<file path="config.mk">
export PLATFORM = sky130hd
export DESIGN_NAME = pmt_sec_table
export DESIGN_NICKNAME = d
export VERILOG_FILES = /design/src/hdl/partitioned_membership_table_assert.svh /design/src/hdl/pmt_pkg.sv /design/src/hdl/pmt_sec_table.sv
export SDC_FILE = /design/constraint.sdc
export NUM_CORES = 1
export LEC_CHECK = 0
export ABC_CLOCK_PERIOD_IN_PS = 5500
export BUFFER_PORTS_ARGS = -buffer_cell sky130_fd_sc_hd__buf_2
export CAP_MARGIN = 20
export CORE_MARGIN = 2
export CORE_UTILIZATION = 60
export DETAILED_ROUTE_END_ITERATION = 8
export PLACE_DENSITY_LB_ADDON = 0.25
export RECOVER_POWER = 50
export SLEW_MARGIN = 20
export SYNTH_ARGS = -nofsm -noshare
export SYNTH_HDL_FRONTEND = slang
export SYNTH_SLANG_ARGS = --single-unit
</file>
<file path="constraint.sdc">
create_clock -name clk -period 5.5 [get_ports clk]
set_clock_uncertainty 0.2 [all_clocks]
set_input_delay 0.55 -clock clk [delete_from_list [all_inputs] [get_ports clk]]
set_output_delay 0.55 -clock clk [all_outputs]
set_load 0.05 [all_outputs]
</file>
<file path="src/hdl/partitioned_membership_table_assert.svh">
// Assertion helpers for the membership table. They expect clk and rst_n in scope.
`ifndef PARTITIONED_MEMBERSHIP_TABLE_ASSERT_SVH
`define PARTITIONED_MEMBERSHIP_TABLE_ASSERT_SVH

// Consequent must hold in the same cycle as the antecedent.
`define PMT_CHECK_NOW(name, ante, cons, msg) \
  name: assert property (@(posedge clk) disable iff (!rst_n) (ante) |-> (cons)) \
    else $error(msg);

// Consequent must hold in the cycle after the antecedent.
`define PMT_CHECK_NEXT(name, ante, cons, msg) \
  name: assert property (@(posedge clk) disable iff (!rst_n) (ante) |=> (cons)) \
    else $error(msg);

`endif

</file>
<file path="src/hdl/pmt_pkg.sv">
package pmt_pkg;

  // Table geometry.
  localparam int MOL_MAX   = 1024;
  localparam int BOX_COUNT = 2;
  localparam int KIND_MAX  = 8;

  localparam int MOL_W     = $clog2(MOL_MAX);
  localparam int CNT_W     = $clog2(MOL_MAX + 1);
  localparam int SEC_DEPTH = BOX_COUNT * KIND_MAX + 1;
  localparam int SEC_IW    = $clog2(SEC_DEPTH);

  // Fixed field widths of the channels.
  localparam int FUNC_W = 3;
  localparam int KIND_W = 3;
  localparam int BOX_W  = 1;
  localparam int NK_W   = 4;
  localparam int STS_W  = 2;

  // Operation codes.
  localparam logic [FUNC_W-1:0] FN_APPEND = 3'd0;
  localparam logic [FUNC_W-1:0] FN_MOVE   = 3'd1;
  localparam logic [FUNC_W-1:0] FN_COUNT  = 3'd2;
  localparam logic [FUNC_W-1:0] FN_READ   = 3'd3;
  localparam logic [FUNC_W-1:0] FN_CLEAR  = 3'd4;

  // Result status codes.
  localparam logic [STS_W-1:0] STS_OK        = 2'd0;
  localparam logic [STS_W-1:0] STS_NOT_FOUND = 2'd1;
  localparam logic [STS_W-1:0] STS_FULL      = 2'd2;
  localparam logic [STS_W-1:0] STS_RANGE     = 2'd3;

  // Update command for the section start table.
  typedef struct packed {
    logic              clear;
    logic              inc_en;
    logic [SEC_IW-1:0] inc_lo;
    logic [SEC_IW-1:0] inc_hi;
    logic              wr_en;
    logic [SEC_IW-1:0] wr_idx;
    logic [CNT_W-1:0]  wr_data;
  } pmt_sec_cmd_t;

endpackage

</file>
<file path="src/hdl/pmt_sec_table.sv">
module pmt_sec_table (
  input  logic                        clk,
  input  logic                        rst_n,
  input  pmt_pkg::pmt_sec_cmd_t       cmd,
  input  logic [pmt_pkg::SEC_IW-1:0]  rd_idx,
  output logic [pmt_pkg::CNT_W-1:0]   rd_data
);
  import pmt_pkg::*;

  logic [CNT_W-1:0] sec_start_r [SEC_DEPTH];

  // Each section start updates on its own: clear, direct write, or range increment.
  always_ff @(posedge clk) begin
    for (int s = 0; s < SEC_DEPTH; s++) begin
      if (!rst_n || cmd.clear) begin
        sec_start_r[s] <= '0;
      end else if (cmd.wr_en && (cmd.wr_idx == SEC_IW'(s))) begin
        sec_start_r[s] <= cmd.wr_data;
      end else if (cmd.inc_en && (SEC_IW'(s) >= cmd.inc_lo) && (SEC_IW'(s) <= cmd.inc_hi)) begin
        sec_start_r[s] <= sec_start_r[s] + 1'b1;
      end
    end
  end

  // Single read port; indexes past the table read as zero.
  assign rd_data = (int'(rd_idx) < SEC_DEPTH) ? sec_start_r[rd_idx] : '0;

endmodule

</file>
==> impl_metrics.json <==
{
  "outcome": "finished, final reports clean",
  "post-place-cells": 1661,
  "setup_viol": 0,
  "clockBufferDepth": 2,
  "cts_tree": "done",
  "grt_overflow": 0,
  "syn_nets": 1468,
  "initial_utilization_pct": 60.87,
  "seq_area_frac_synth_pct": 44.16,
  "yosys.cell_types.count": 49,
  "tns_ps": 0,
  "met2_usage_pct": 53.30,
  "worstMarginPinSlew_ps": 1486,
  "cp_data_required_time_ps": 4750,
  "core_area_sq_um": 20890,
  "drive_above_1_share_pct": 6.206,
  "clk-insertion-delay-late_ps": 440,
  "path_class": "input pin to primary output",
  "drt-initial-drc-count": 1513,
  "grt_pass1_vias": 10359,
  "startpoint_type": "input pin",
  "synth_enable_flop_cells": 187,
  "die_y_um": 149.6,
  "hold_viol_final": 0,
  "internal_power_mw": 2.387,
  "num_rows": 53,
  "ys_warn_count": 0,
  "syn_inst": 1415,
  "vias_per_cell": 6.583,
  "dieArea_sq_um": 22370,
  "nets": 1459,
  "syn_avg_cell_area_sq_um": 8.987,
  "async_flop_share_pct": 0,
  "cts.sink_count": 187,
  "antenna_found_initial": 0,
  "max_cap_violations": 0,
  "drcViolationCount": 0,
  "crit_path_end_kind": "primary output",
  "cts.htree.levels": 4,
  "p_switching_mw": 0.9336,
  "finalCritPeriodShare_pct": 65.27,
  "grtUsageTotal_pct": 34.57,
  "drtAntennaViolNets": 0,
  "r2r_slack_ps": 3580,
  "power_switching_share_pct": 28.11,
  "clock-root-buffer": "clkbuf_16",
  "clk_pin_slew_ps": 60,
  "r2r-end": "sec_start_r[5][10]$_DFFE_PP_",
  "vias": 11151,
  "synthFlopType": "edfxtp_1",
  "ff2ff_path_depth": 4,
  "post_cts.repair.setup_buffers": 0,
  "numCtsBuffers": 17,
  "largest_registers": "sec_start_r (187)",
  "top_register": "sec_start_r",
  "grt_pass1_wl_mm": 58.49,
  "die_w_um": 149.6,
  "p_leak_nw": 4.511,
  "fin_cells": 1694,
  "p_per_area_nw_per_um2": 245.7,
  "r2r_start": "sec_start_r[5][4]$_DFFE_PP_",
  "critPathArrivalTime_ps": 2840,
  "pre_cts_ws_ps": 2003,
  "crit_start": "rd_idx[0]",
  "place_hpwl_mm": 26.67,
  "grt_max_degree": 32,
  "grt-busiest-layer": "met2",
  "largest_register_ff_count": 187,
  "grtUsageMet3_pct": 6.738,
  "layout_min_cycle_time_ps": 3590,
  "clockPowerShare_pct": 35.7,
  "crit_end": "rd_data[9]",
  "holdPathStages": 1,
  "rsz0062_at_grt": "false",
  "gp_congestion": 1.037,
  "syn-cell-area_sq_um": 12720,
  "finalWorstSetupSlack_ps": 1910,
  "wl_per_cell_um": 22.64,
  "num_io_pins": 47,
  "cts.repair.resized": 0,
  "crit_fanout": 26,
  "power_frac_comb_pct": 11.5,
  "ir_drop_mv": 0.1937,
  "postCtsHoldBufs": 0,
  "io_buffers": 46,
  "sequentialPowerShare_pct": 52.8,
  "slew-limit-headroom_pct": 0.9190,
  "wl_mm": 38.35,
  "drv_slew": 0,
  "ys_ff_latch": 187,
  "grtUsageMet1_pct": 45.95,
  "firstDrtPassIters": 8,
  "min_path_type": "flop to flop",
  "fmax_mhz": 278.6,
  "area_growth_pct": 6.288
}
how the worst min path moves through the flow:
stage                                        end                          from  slack (ps)
finish              sec_start_r[14][0]$_DFFE_PP_  sec_start_r[14][0]$_DFFE_PP_         490
global route        sec_start_r[11][0]$_DFFE_PP_  sec_start_r[11][0]$_DFFE_PP_         510
CTS                 sec_start_r[15][0]$_DFFE_PP_  sec_start_r[15][0]$_DFFE_PP_         470
detailed placement   sec_start_r[6][0]$_DFFE_PP_   sec_start_r[6][0]$_DFFE_PP_         460
global placement    sec_start_r[12][0]$_DFFE_PP_  sec_start_r[12][0]$_DFFE_PP_         450
floorplan           sec_start_r[12][0]$_DFFE_PP_  sec_start_r[12][0]$_DFFE_PP_         410
critical path, stage by stage:
cell	delay [ps]
buf_2	590
buf_4	500
and2_1	420
a22oi_1	170
nand4_1	200
nand3_1	150
buf_2	240
Yosys cell counts (all sizes together), types with 16 or more instances:
cell / n / share of area, %
a22oi: 34 / 2.0
buf: 23 / 1.0
clkbuf: 68 / 2.0
edfxtp: 187 / 44
ha: 17 / 1.7
inv: 43 / 1.3
mux2i: 86 / 6.8
nand2: 289 / 8.5
nand3: 95 / 3.7
nand4: 31 / 1.5
nor2: 45 / 1.3
nor3: 56 / 2.2
nor4: 16 / 0.79
o21ai: 192 / 7.9
xnor2: 96 / 6.6
xor2: 57 / 3.9
through the flow:
| step | instance area, sq um | hold slack [ps] | util, % | power, mW |
|---|---|---|---|---|
| 6_report | 13520 | 486.5 | 64.70 | 3.321 |
| 5_1_grt | 13510 | 508.9 | 64.69 | 3.396 |
| 4_1_cts | 13560 | 474.3 | 64.92 | 3.297 |
| 3_5_place_dp | 13030 | 460.1 | 62.37 | 2.149 |
| 3_3_place_gp | 13020 | 447.7 | 62.31 | 2.143 |
| 2_1_floorplan | 12720 | 413.3 | - | 2.001 |
area by class of cell:
type	instances	area, sq um
Timing Repair Buffer	63	330.3
Clock inverter	12	100.1
Tap cell	275	344.1
Sequential cell	187	5615
Antenna cell	1	2.502
Inverter	43	161.4
Multi-Input combinational cell	1094	6529
Clock buffer	19	432.9
Fill cell	1722	7373
routing by layer:
layer / routed length, um / vias up / share of wire (%)
met2: 17160 / 738 / 45
met3: 3997 / 166 / 10
met1: 14730 / 5209 / 38
li1: - / 5038 / -
met5: 0 / - / 0
met4: 2464 / 0 / 6.4
power by group through the flow:
stage          logic [mW]  clock network, mW  registers [mW]
5_1_grt             0.406               1.23            1.76
4_1_cts             0.376               1.17            1.75
2_1_floorplan       0.266                  0            1.73
3_5_place_dp        0.373                  0            1.78
3_3_place_gp        0.367                  0            1.78
6_report            0.383               1.19            1.75
logic make-up after synthesis:
| logic type | synth area share [%] |
|---|---|
| compound gates | 11.30 |
| xor+xnor | 10.54 |
| fa+ha+maj | 1.673 |
| buf+inv | 4.310 |
| flops | 44.16 |
| mux | 6.770 |
| simple gates | 21.25 |
cells in the final DEF, fill, tap and decap left out, drive strengths merged, types with 2 or more instances in the layout:
cell,count
clkbuf,30
xnor2,96
ha,17
and4,5
or4b,2
and2,2
o21ai,192
nand2,289
xor2,57
nand3,95
clkinv,8
o211ai,6
edfxtp,187
a22oi,34
nand4bb,2
and3,10
a21oi,6
or3,9
nand4,31
nor2b,9
nor3,56
o41ai,2
o2111ai,2
mux2i,86
nand2b,6
buf,52
a31oi,2
nor2,45
nand3b,4
nor4,16
a21o,2
inv,45
or2,2
Note: power is estimated with default switching activity, not from simulation.
